`config.mk`:
```
export PLATFORM = sky130hd
export DESIGN_NAME = command_line_word_splitter_top_flat
export DESIGN_NICKNAME = d
export VERILOG_FILES = /design/src/rtl/core/cws_pkg.sv /design/src/rtl/core/cws_in_if.sv /design/src/rtl/core/cws_out_if.sv /design/src/rtl/core/cws_ctrl.sv /design/src/rtl/core/cws_dpath.sv /design/src/rtl/core/command_line_word_splitter_top.sv /design/src/flat_wrapper.sv
export SDC_FILE = /design/constraint.sdc
export NUM_CORES = 1
export LEC_CHECK = 0
export ABC_AREA = 1
export BUFFER_PORTS_ARGS = -buffer_cell sky130_fd_sc_hd__buf_4
export CELL_PAD_IN_SITES_DETAIL_PLACEMENT = 1
export CELL_PAD_IN_SITES_GLOBAL_PLACEMENT = 1
export CORE_MARGIN = 5
export CORE_UTILIZATION = 46
export DETAILED_ROUTE_END_ITERATION = 6
export GPL_TIMING_DRIVEN = 0
export PLACE_DENSITY = 0.9
export RECOVER_POWER = 50
export SYNTH_ARGS = -nofsm -noshare
export SYNTH_HDL_FRONTEND = slang
export SYNTH_HIERARCHICAL = 1
export SYNTH_SLANG_ARGS = --single-unit
```
`constraint.sdc`:
```
create_clock -name clk_i -period 3.9 [get_ports clk_i]
set_clock_uncertainty 0.05 [all_clocks]
set_input_delay 0.585 -clock clk_i [delete_from_list [all_inputs] [get_ports clk_i]]
set_output_delay 0.585 -clock clk_i [all_outputs]
set_load 0.01 [all_outputs]
```
`src/rtl/core/cws_pkg.sv`:
```
// Shared constants, types and helpers for the command line word splitter.
package cws_pkg;

  localparam int RUN_MAX = 32;
  localparam int RUN_W   = $clog2(RUN_MAX + 1);
  localparam int IDX_W   = $clog2(RUN_MAX);

  localparam logic [7:0] CH_BSL    = 8'h5C;
  localparam logic [7:0] CH_DQ     = 8'h22;
  localparam logic [7:0] CH_SP     = 8'h20;
  localparam logic [7:0] CH_TAB    = 8'h09;
  localparam logic [7:0] WORDS_MAX = 8'hFF;

  typedef enum logic [2:0] {
    ITEM_END,
    ITEM_BLANK,
    ITEM_BSL,
    ITEM_DQ,
    ITEM_CHAR
  } item_e;

  typedef enum logic [1:0] {
    KIND_CHAR  = 2'd0,
    KIND_EOW   = 2'd1,
    KIND_EMPTY = 2'd2
  } kind_e;

  typedef enum logic [2:0] {
    ST_IDLE,
    ST_BLANKS,
    ST_SEP,
    ST_BSL,
    ST_TAIL
  } state_e;

  typedef struct packed {
    logic load;
    logic emit_blank;
    logic emit_sep;
    logic emit_bsl;
    logic tail;
  } cmd_t;

  typedef struct packed {
    item_e in_cls;
    logic  blanks_nz;
    logic  sep_pending;
    logic  bload_nz;
    logic  bcnt_nz;
    logic  bcnt_last;
    logic  idx_last;
    logic  out_free;
    logic  tail_out;
  } sts_t;

  function automatic item_e classify(logic is_end, logic [7:0] ch);
    item_e cls;
    if (is_end) begin
      cls = ITEM_END;
    end else if (ch == CH_SP || ch == CH_TAB) begin
      cls = ITEM_BLANK;
    end else if (ch == CH_BSL) begin
      cls = ITEM_BSL;
    end else if (ch == CH_DQ) begin
      cls = ITEM_DQ;
    end else begin
      cls = ITEM_CHAR;
    end
    return cls;
  endfunction

endpackage

```
`src/rtl/core/cws_in_if.sv`:
```
// Input word channel: one command line byte or the end marker.
interface cws_in_if;
  logic       valid;
  logic       ready;
  logic [7:0] char_in;
  logic       is_end;

  modport source (output valid, output char_in, output is_end, input ready);
  modport sink   (input valid, input char_in, input is_end, output ready);
endinterface

```
`src/rtl/core/cws_out_if.sv`:
```
// Output word channel: one splitter result.
interface cws_out_if;
  logic       valid;
  logic       ready;
  logic [1:0] kind;
  logic [7:0] char_out;
  logic [7:0] word_count;
  logic       run_overflow;
  logic       last;

  modport source (output valid, output kind, output char_out, output word_count,
                  output run_overflow, output last, input ready);
  modport sink   (input valid, input kind, input char_out, input word_count,
                  input run_overflow, input last, output ready);
endinterface

```
`src/rtl/core/cws_ctrl.sv`:
```
// Sequencer: walks each accepted byte through blank, separator, backslash and tail phases.
module cws_ctrl (
  input  logic          clk_i,
  input  logic          rst_ni,
  input  logic          in_valid_i,
  output logic          in_ready_o,
  input  cws_pkg::sts_t sts_i,
  output cws_pkg::cmd_t cmd_o
);

  cws_pkg::state_e state_q, state_d;
  logic tail_go;
  logic word_item;

  assign tail_go   = !sts_i.tail_out || sts_i.out_free;
  assign word_item = (sts_i.in_cls != cws_pkg::ITEM_END) &&
                     (sts_i.in_cls != cws_pkg::ITEM_BLANK);

  always_comb begin
    state_d = state_q;
    case (state_q)
      cws_pkg::ST_IDLE: begin
        if (in_valid_i) begin
          if (word_item && sts_i.blanks_nz) begin
            state_d = cws_pkg::ST_BLANKS;
          end else if (word_item && sts_i.sep_pending) begin
            state_d = cws_pkg::ST_SEP;
          end else if (sts_i.bload_nz) begin
            state_d = cws_pkg::ST_BSL;
          end else begin
            state_d = cws_pkg::ST_TAIL;
          end
        end
      end
      cws_pkg::ST_BLANKS: begin
        if (sts_i.out_free && sts_i.idx_last) begin
          if (sts_i.sep_pending) begin
            state_d = cws_pkg::ST_SEP;
          end else if (sts_i.bcnt_nz) begin
            state_d = cws_pkg::ST_BSL;
          end else begin
            state_d = cws_pkg::ST_TAIL;
          end
        end
      end
      cws_pkg::ST_SEP: begin
        if (sts_i.out_free) begin
          state_d = sts_i.bcnt_nz ? cws_pkg::ST_BSL : cws_pkg::ST_TAIL;
        end
      end
      cws_pkg::ST_BSL: begin
        if (sts_i.out_free && sts_i.bcnt_last) begin
          state_d = cws_pkg::ST_TAIL;
        end
      end
      cws_pkg::ST_TAIL: begin
        if (tail_go) begin
          state_d = cws_pkg::ST_IDLE;
        end
      end
      default: state_d = cws_pkg::ST_IDLE;
    endcase
  end

  always_comb begin
    in_ready_o       = (state_q == cws_pkg::ST_IDLE);
    cmd_o.load       = (state_q == cws_pkg::ST_IDLE) && in_valid_i;
    cmd_o.emit_blank = (state_q == cws_pkg::ST_BLANKS) && sts_i.out_free;
    cmd_o.emit_sep   = (state_q == cws_pkg::ST_SEP) && sts_i.out_free;
    cmd_o.emit_bsl   = (state_q == cws_pkg::ST_BSL) && sts_i.out_free;
    cmd_o.tail       = (state_q == cws_pkg::ST_TAIL) && tail_go;
  end

  always_ff @(posedge clk_i or negedge rst_ni) begin
    if (!rst_ni) begin
      state_q <= cws_pkg::ST_IDLE;
    end else begin
      state_q <= state_d;
    end
  end

endmodule

```
`src/rtl/core/cws_dpath.sv`:
```
// Datapath: splitter state, held blank store, item latch and output register.
module cws_dpath (
  input  logic          clk_i,
  input  logic          rst_ni,
  input  logic [7:0]    in_char_i,
  input  logic          in_is_end_i,
  input  cws_pkg::cmd_t cmd_i,
  output cws_pkg::sts_t sts_o,
  output logic          out_valid_o,
  input  logic          out_ready_i,
  output logic [1:0]    out_kind_o,
  output logic [7:0]    out_char_o,
  output logic [7:0]    out_words_o,
  output logic          out_ovf_o,
  output logic          out_last_o
);

  localparam logic [cws_pkg::RUN_W-1:0] RunMax = cws_pkg::RUN_W'(cws_pkg::RUN_MAX);
  localparam logic [cws_pkg::RUN_W-1:0] RunOne = cws_pkg::RUN_W'(1);

  logic                      seen_q, seen_d;
  logic                      inq_q, inq_d;
  logic                      sep_q, sep_d;
  logic [cws_pkg::RUN_W-1:0] bsl_q, bsl_d;
  logic [cws_pkg::RUN_W-1:0] blen_q, blen_d;
  logic [7:0]                words_q, words_d;
  logic                      ovf_q, ovf_d;
  cws_pkg::item_e            cls_q, cls_d;
  logic [7:0]                char_q, char_d;
  logic [cws_pkg::RUN_W-1:0] bcnt_q, bcnt_d;
  logic [cws_pkg::IDX_W-1:0] idx_q, idx_d;

  logic                      ovalid_q, ovalid_d;
  cws_pkg::kind_e            okind_q, okind_d;
  logic [7:0]                ochar_q, ochar_d;
  logic [7:0]                owords_q, owords_d;
  logic                      oovf_q, oovf_d;
  logic                      olast_q, olast_d;
  logic                      emit;

  logic                      tab_mem [cws_pkg::RUN_MAX];
  logic                      mem_we;
  logic                      tab_rd_q;

  cws_pkg::item_e            in_cls;
  logic [cws_pkg::RUN_W-1:0] bload;
  logic [7:0]                words_inc;
  logic                      out_free;

  assign in_cls    = cws_pkg::classify(in_is_end_i, in_char_i);
  assign words_inc = (words_q == cws_pkg::WORDS_MAX) ? words_q : words_q + 8'd1;
  assign out_free  = !ovalid_q || out_ready_i;

  always_comb begin
    case (in_cls)
      cws_pkg::ITEM_BLANK: bload = seen_q ? bsl_q : '0;
      cws_pkg::ITEM_BSL:   bload = '0;
      cws_pkg::ITEM_DQ:    bload = bsl_q >> 1;
      default:             bload = bsl_q;
    endcase
  end

  always_comb begin
    sts_o.in_cls      = in_cls;
    sts_o.blanks_nz   = (blen_q != '0);
    sts_o.sep_pending = sep_q;
    sts_o.bload_nz    = (bload != '0);
    sts_o.bcnt_nz     = (bcnt_q != '0);
    sts_o.bcnt_last   = (bcnt_q == RunOne);
    sts_o.idx_last    = (cws_pkg::RUN_W'(idx_q) + RunOne == blen_q);
    sts_o.out_free    = out_free;
    case (cls_q)
      cws_pkg::ITEM_END:  sts_o.tail_out = 1'b1;
      cws_pkg::ITEM_CHAR: sts_o.tail_out = 1'b1;
      cws_pkg::ITEM_DQ:   sts_o.tail_out = bsl_q[0];
      default:            sts_o.tail_out = 1'b0;
    endcase
  end

  always_comb begin
    seen_d   = seen_q;
    inq_d    = inq_q;
    sep_d    = sep_q;
    bsl_d    = bsl_q;
    blen_d   = blen_q;
    words_d  = words_q;
    ovf_d    = ovf_q;
    cls_d    = cls_q;
    char_d   = char_q;
    bcnt_d   = bcnt_q;
    idx_d    = idx_q;
    emit     = 1'b0;
    okind_d  = cws_pkg::KIND_CHAR;
    ochar_d  = 8'd0;
    owords_d = words_q;
    oovf_d   = ovf_q;
    olast_d  = 1'b0;
    mem_we   = 1'b0;

    if (cmd_i.load) begin
      char_d = in_char_i;
      cls_d  = in_cls;
      bcnt_d = bload;
      idx_d  = '0;
    end

    if (cmd_i.emit_blank) begin
      idx_d   = idx_q + 1'b1;
      emit    = 1'b1;
      ochar_d = tab_rd_q ? cws_pkg::CH_TAB : cws_pkg::CH_SP;
    end

    if (cmd_i.emit_sep) begin
      sep_d    = 1'b0;
      words_d  = words_inc;
      emit     = 1'b1;
      okind_d  = cws_pkg::KIND_EOW;
      owords_d = words_inc;
    end

    if (cmd_i.emit_bsl) begin
      bcnt_d  = bcnt_q - RunOne;
      emit    = 1'b1;
      ochar_d = cws_pkg::CH_BSL;
    end

    if (cmd_i.tail) begin
      case (cls_q)
        cws_pkg::ITEM_END: begin
          emit     = 1'b1;
          olast_d  = 1'b1;
          okind_d  = seen_q ? cws_pkg::KIND_EOW : cws_pkg::KIND_EMPTY;
          owords_d = seen_q ? words_inc : words_q;
          seen_d   = 1'b0;
          inq_d    = 1'b0;
          sep_d    = 1'b0;
          bsl_d    = '0;
          blen_d   = '0;
          words_d  = '0;
          ovf_d    = 1'b0;
        end
        cws_pkg::ITEM_BLANK: begin
          if (seen_q) begin
            bsl_d = '0;
            if (!inq_q) begin
              sep_d = 1'b1;
            end else if (blen_q < RunMax) begin
              mem_we = 1'b1;
              blen_d = blen_q + RunOne;
            end else begin
              ovf_d = 1'b1;
            end
          end
        end
        cws_pkg::ITEM_BSL: begin
          seen_d = 1'b1;
          blen_d = '0;
          if (bsl_q < RunMax) begin
            bsl_d = bsl_q + RunOne;
          end else begin
            ovf_d = 1'b1;
          end
        end
        cws_pkg::ITEM_DQ: begin
          seen_d = 1'b1;
          blen_d = '0;
          bsl_d  = '0;
          if (bsl_q[0]) begin
            emit    = 1'b1;
            ochar_d = cws_pkg::CH_DQ;
          end else begin
            inq_d = !inq_q;
          end
        end
        default: begin
          seen_d  = 1'b1;
          blen_d  = '0;
          bsl_d   = '0;
          emit    = 1'b1;
          ochar_d = char_q;
        end
      endcase
    end

    ovalid_d = emit || (ovalid_q && !out_ready_i);
  end

  always_ff @(posedge clk_i or negedge rst_ni) begin
    if (!rst_ni) begin
      seen_q   <= 1'b0;
      inq_q    <= 1'b0;
      sep_q    <= 1'b0;
      bsl_q    <= '0;
      blen_q   <= '0;
      words_q  <= '0;
      ovf_q    <= 1'b0;
      cls_q    <= cws_pkg::ITEM_CHAR;
      bcnt_q   <= '0;
      idx_q    <= '0;
      ovalid_q <= 1'b0;
    end else begin
      seen_q   <= seen_d;
      inq_q    <= inq_d;
      sep_q    <= sep_d;
      bsl_q    <= bsl_d;
      blen_q   <= blen_d;
      words_q  <= words_d;
      ovf_q    <= ovf_d;
      cls_q    <= cls_d;
      bcnt_q   <= bcnt_d;
      idx_q    <= idx_d;
      ovalid_q <= ovalid_d;
    end
  end

  always_ff @(posedge clk_i) begin
    char_q <= char_d;
    if (emit) begin
      okind_q  <= okind_d;
      ochar_q  <= ochar_d;
      owords_q <= owords_d;
      oovf_q   <= oovf_d;
      olast_q  <= olast_d;
    end
  end

  // registered read at the next index; writes only happen in tail cycles
  always_ff @(posedge clk_i) begin
    if (mem_we) begin
      tab_mem[blen_q[cws_pkg::IDX_W-1:0]] <= (char_q == cws_pkg::CH_TAB);
    end
    tab_rd_q <= tab_mem[idx_d];
  end

  assign out_valid_o = ovalid_q;
  assign out_kind_o  = okind_q;
  assign out_char_o  = ochar_q;
  assign out_words_o = owords_q;
  assign out_ovf_o   = oovf_q;
  assign out_last_o  = olast_q;

endmodule

```
`src/rtl/core/command_line_word_splitter_top.sv`:
```
// Top level of the command line word splitter: sequencer, datapath and channel wiring.
//
//   channel  dir  payload                                      word
//   in_i     in   char_in[8], is_end                            one byte or end marker
//   out_o    out  kind[2], char_out[8], word_count[8],          one result
//                 run_overflow, last
//
// An item is loaded, then releases any blank, separator or backslash results
// before its own tail; the tail cycle carries its own result, if any.
// The emit sequencer in cws_ctrl produces at most one result per cycle.
// Reset is asynchronous, active low, and returns the splitter to line start.
// A stalled output holds the sequencer; input is taken only between items.
module command_line_word_splitter_top (
  input  logic             clk_i,
  input  logic             rst_ni,
  cws_in_if.sink           in_i,
  cws_out_if.source        out_o
);

  cws_pkg::cmd_t cmd;
  cws_pkg::sts_t sts;
  logic          in_ready;

  cws_ctrl u_ctrl (
    .clk_i      (clk_i),
    .rst_ni     (rst_ni),
    .in_valid_i (in_i.valid),
    .in_ready_o (in_ready),
    .sts_i      (sts),
    .cmd_o      (cmd)
  );

  cws_dpath u_dpath (
    .clk_i       (clk_i),
    .rst_ni      (rst_ni),
    .in_char_i   (in_i.char_in),
    .in_is_end_i (in_i.is_end),
    .cmd_i       (cmd),
    .sts_o       (sts),
    .out_valid_o (out_o.valid),
    .out_ready_i (out_o.ready),
    .out_kind_o  (out_o.kind),
    .out_char_o  (out_o.char_out),
    .out_words_o (out_o.word_count),
    .out_ovf_o   (out_o.run_overflow),
    .out_last_o  (out_o.last)
  );

  assign in_i.ready = in_ready;

  a_busy_after_accept: assert property (@(posedge clk_i) disable iff (!rst_ni)
    in_i.valid && in_i.ready |=> !in_i.ready)
    else $error("input ready right after an accepted word");

  a_last_kind: assert property (@(posedge clk_i) disable iff (!rst_ni)
    out_o.valid && out_o.last |->
      (out_o.kind == cws_pkg::KIND_EOW) || (out_o.kind == cws_pkg::KIND_EMPTY))
    else $error("final result is a word character");

  a_empty_line: assert property (@(posedge clk_i) disable iff (!rst_ni)
    out_o.valid && (out_o.kind == cws_pkg::KIND_EMPTY) |->
      (out_o.word_count == 8'd0) && out_o.last)
    else $error("empty line result with words counted or not final");

endmodule
```
`src/flat_wrapper.sv`:
```
// flat-port wrapper written by rule: the top's interface ports become plain ports
module command_line_word_splitter_top_flat 
  (clk_i, rst_ni, in_i_valid, in_i_char_in, in_i_is_end, in_i_ready, out_o_valid, out_o_kind, out_o_char_out, out_o_word_count, out_o_run_overflow, out_o_last, out_o_ready);
  cws_in_if in_i_i ();
  cws_out_if out_o_i ();
  input  logic clk_i;
  input  logic rst_ni;
  input wire logic [$bits(in_i_i.valid)-1:0] in_i_valid;
  input wire logic [$bits(in_i_i.char_in)-1:0] in_i_char_in;
  input wire logic [$bits(in_i_i.is_end)-1:0] in_i_is_end;
  output wire logic [$bits(in_i_i.ready)-1:0] in_i_ready;
  output wire logic [$bits(out_o_i.valid)-1:0] out_o_valid;
  output wire logic [$bits(out_o_i.kind)-1:0] out_o_kind;
  output wire logic [$bits(out_o_i.char_out)-1:0] out_o_char_out;
  output wire logic [$bits(out_o_i.word_count)-1:0] out_o_word_count;
  output wire logic [$bits(out_o_i.run_overflow)-1:0] out_o_run_overflow;
  output wire logic [$bits(out_o_i.last)-1:0] out_o_last;
  input wire logic [$bits(out_o_i.ready)-1:0] out_o_ready;
  assign in_i_i.valid = in_i_valid;
  assign in_i_i.char_in = in_i_char_in;
  assign in_i_i.is_end = in_i_is_end;
  assign in_i_ready = in_i_i.ready;
  assign out_o_valid = out_o_i.valid;
  assign out_o_kind = out_o_i.kind;
  assign out_o_char_out = out_o_i.char_out;
  assign out_o_word_count = out_o_i.word_count;
  assign out_o_run_overflow = out_o_i.run_overflow;
  assign out_o_last = out_o_i.last;
  assign out_o_i.ready = out_o_ready;
  command_line_word_splitter_top u_core (.clk_i(clk_i), .rst_ni(rst_ni), .in_i(in_i_i), .out_o(out_o_i));
endmodule
```
==> run summary <==
The run finished, with violations left. The final reports fail on max-capacitance violations, max-slew violations. The count of hold buffers inserted by post-cts repair came out at 0. The number of endpoints with negative hold slack in the final report came out at 0. The transition at the pin with the smallest max-transition slack is 2470 ps.

The number of warnings reported in the yosys synthesis log came out at 6. The number of pins exceeding their max-slew limit in the final report was 43. The capturing element type of the critical path is a flop. The worst path in the final design needs a cycle of 3330 ps, including I/O delays and setup. For met1 alone, demand over resource in global routing was 0.268. Setup repair after global routing left no endpoint under its margin. The flop-to-flop setup slack came out at about 570 ps.

The cell sitting at the root of the clock tree is a sky130_fd_sc_hd__clkbuf_16. The routed design has about 16000 µm of wire. The end point of the worst hold path is u_core/u_dpath/char_q[7]. The number of setup violations in the final report is 0. The width of the die is 121 µm. Dividing total power by cell area gives a power density of 711 nW/µm². The worst hold path stage count came out at 1.

From synthesis to final layout, the design area changed by 10.8%. The worst hold path belongs to the class in -> reg. The number of global-route vias before repair was about 5.3k.

The core region is ~12000 µm². Data on the critical path is required at its endpoint by 4150 ps. Once layout is complete, the utilization of the core stands at 0.521. The number of iterations in the first detailed-routing pass came out at 5. The type of the setup path with the least slack is reg -> reg.

In this run the critical register-to-register path is captured at u_core/u_dpath/tab_rd_q. The worst endpoint data arrival time came out at around 3600 ps. In this run the vertical extent of the chip is 121 µm.

The cell area that synthesis handed to floorplanning was 5670 µm². The level count of the clock H-tree came out at 3. The net count after synthesis is 721. Row generation in the floorplan step produced 40 rows. Of the cells placed in the final design, the portion with a size suffix greater than 1 is 0.0691.

Dividing the synthesized area by the synthesized cell count gives around 8.1 µm². met2 is the most crowded layer. Once placement completed, the tool counted placed cells totaling roughly 900. The startpoint type of the worst setup path is a flop. The number of port buffers is 34. In this run the tightest slew margin relative to its limit is -0.646. After clock tree synthesis, the clock-pin slew on the worst setup and hold paths is ~70 ps. The initial core utilization is 0.470. For this block, the initial DRC count from the detailed router was between 200 and 300. The highest clock rate came out at 0.300 GHz. For this run, global-route usage on met3 was measured as 0.0424. The initial antenna violation count came out at 0. Hold is met by about 410 ps.

The total congestion overflow after global routing is 0. The global-route total usage across every layer came out at 0.224. The final antenna diode count came out at 0.

The weighted congestion reported at the end of routability-driven placement came out at ~0.84. The count of mapped cells out of synthesis came out at approximately 700. TritonCTS built the clock tree. The average vias per placed instance is between 5 and 6.

The post-route DRC violation count came out at 0. The post-layout total power is approximately 4.5 mW. The number of cells on the worst reg-to-reg path is 14. The number of vias after detailed routing came out at ~4.9k. The startpoint of the most critical hold path is in_i_char_in[7]. The floorplan step defined a die boundary enclosing 14700 µm². The largest net degree at the start of global routing is 43. The average wire length per cell after detail routing came out at 16.9 µm. The total of max-cap violations is 1. The count of nets after finishing is 769. The largest voltage drop on the vdd net came out at between 0.3 and 0.4 mV. After clock tree synthesis, the repair step resized 0 gates. The first global-routing pass estimated 25900 µm of wire. The met2 track demand over resource in global routing came out at 0.405. The final clock period utilization by the worst path came out at 0.855.

The number of sinks driven by the clock tree is 103. The number of top-level design ports is 35. The worst register-to-register path begins at u_core/u_ctrl/state_q[2].

The analysis attributes to cell leakage a power of 2.84 nW. The number of setup buffers added after CTS is 0. After legalization and detailed placement, the total HPWL measured 11700 µm. The worst-path maximum fanout came out at 13. The clock reaches the later pin of the worst-skew pair after 360 ps. The final cell count without fillers is 920.

The maximum clock path buffer count is 2. The number of buffers created by CTS came out at 9. The count of nets left with antenna violations after detail routing came out at 0.
[power by group]
part / leakage [nW] / total (mW) / switching [mW] / internal, mW
clock: 0.129 / 0.849 / 0.415 / 0.434
combinational: 1.54 / 1.90 / 1.31 / 0.584
sequential: 1.17 / 1.73 / 0.222 / 1.50
total: 2.84 / 4.47 / 1.95 / 2.52
[layer usage]
metal | wire length (µm) | vias up
li1 | - | 2360
met1 | 6410 | 2413
met2 | 8210 | 103
met3 | 584 | 29
met4 | 302 | 0
met5 | 0 | -
[critical path, cell delays in order, from the launching register on]
cell and delay (ps):
sky130_fd_sc_hd__dfrtp_1 450, sky130_fd_sc_hd__nor2_1 290, sky130_fd_sc_hd__nand2_2 130, sky130_fd_sc_hd__nor2_1 830, sky130_fd_sc_hd__inv_1 410, sky130_fd_sc_hd__nand3_4 220
sky130_fd_sc_hd__nand2_4 120, sky130_fd_sc_hd__buf_6 170, sky130_fd_sc_hd__nand2_1 70, sky130_fd_sc_hd__nand3_1 80, sky130_fd_sc_hd__nand3_1 100, sky130_fd_sc_hd__nand3_1 70
sky130_fd_sc_hd__nand2_1 110, sky130_fd_sc_hd__nand2_1 60, sky130_fd_sc_hd__nand2_1 90
[layout by cell type, fill, tap and decap left out, drive strengths merged, types with 2 or more instances in the layout]
cell,count
nand3,68
and3,2
nor3,5
clkbuf,46
o22ai,3
nand2,195
nand4,14
edfxtp,60
inv,113
nor2,90
a21oi,21
dfrtp,41
nor4,2
nand3b,5
o21ai,33
clkinv,5
xor2,7
a22oi,2
or2,9
buf,9
ha,9
[flip-flops by register name (all words and copies together), names as in the netlist, 5 cells and up]
name and flops:
u_core/u_dpath/out_char_o 8, u_core/u_dpath/tab_mem 32, u_core/u_dpath/blen_q 6, u_core/u_dpath/idx_q 5
u_core/u_dpath/bcnt_q 6, u_core/u_dpath/out_words_o 8, u_core/u_dpath/char_q 8, u_core/u_dpath/bsl_q 6
u_core/u_dpath/words_q 8
[per-stage QoR]
step / setup WS, ps / setup TNS (ps) / cell area, µm²
after floorplan: 1080 / 0 / 5670
after global placement: -513 / -16400 / 6140
after detailed placement: 574 / 0 / 6170
after CTS: 644 / 0 / 6440
after global routing: 259 / 0 / 6290
final: 567 / 0 / 6290
[layout make-up]
class	count	area (µm²)
tap	168	210
buffer	7	52.6
clock buffer	11	233
inverter	114	435
multi-input combinational	475	2290
sequential	103	2870
clock inverter	5	35.0
fill	1511	5770
timing repair buffer	37	154
[worst max-delay path by stage]
stage	endpoint	from	cells past startpoint
final	u_core/u_dpath/tab_rd_q	u_core/u_ctrl/state_q[2]	14
after global routing	u_core/u_dpath/tab_rd_q	u_core/u_ctrl/state_q[2]	14
after CTS	u_core/u_dpath/tab_rd_q	u_core/u_ctrl/state_q[2]	14
after detailed placement	u_core/u_dpath/out_words_o[4]	out_o_ready	13
after global placement	u_core/u_dpath/tab_mem[20]	u_core/u_dpath/char_q[1]	3
after floorplan	u_core/u_dpath/tab_mem[0]	u_core/u_dpath/char_q[1]	3
No activity file was read; power rests on OpenSTA's default activity.
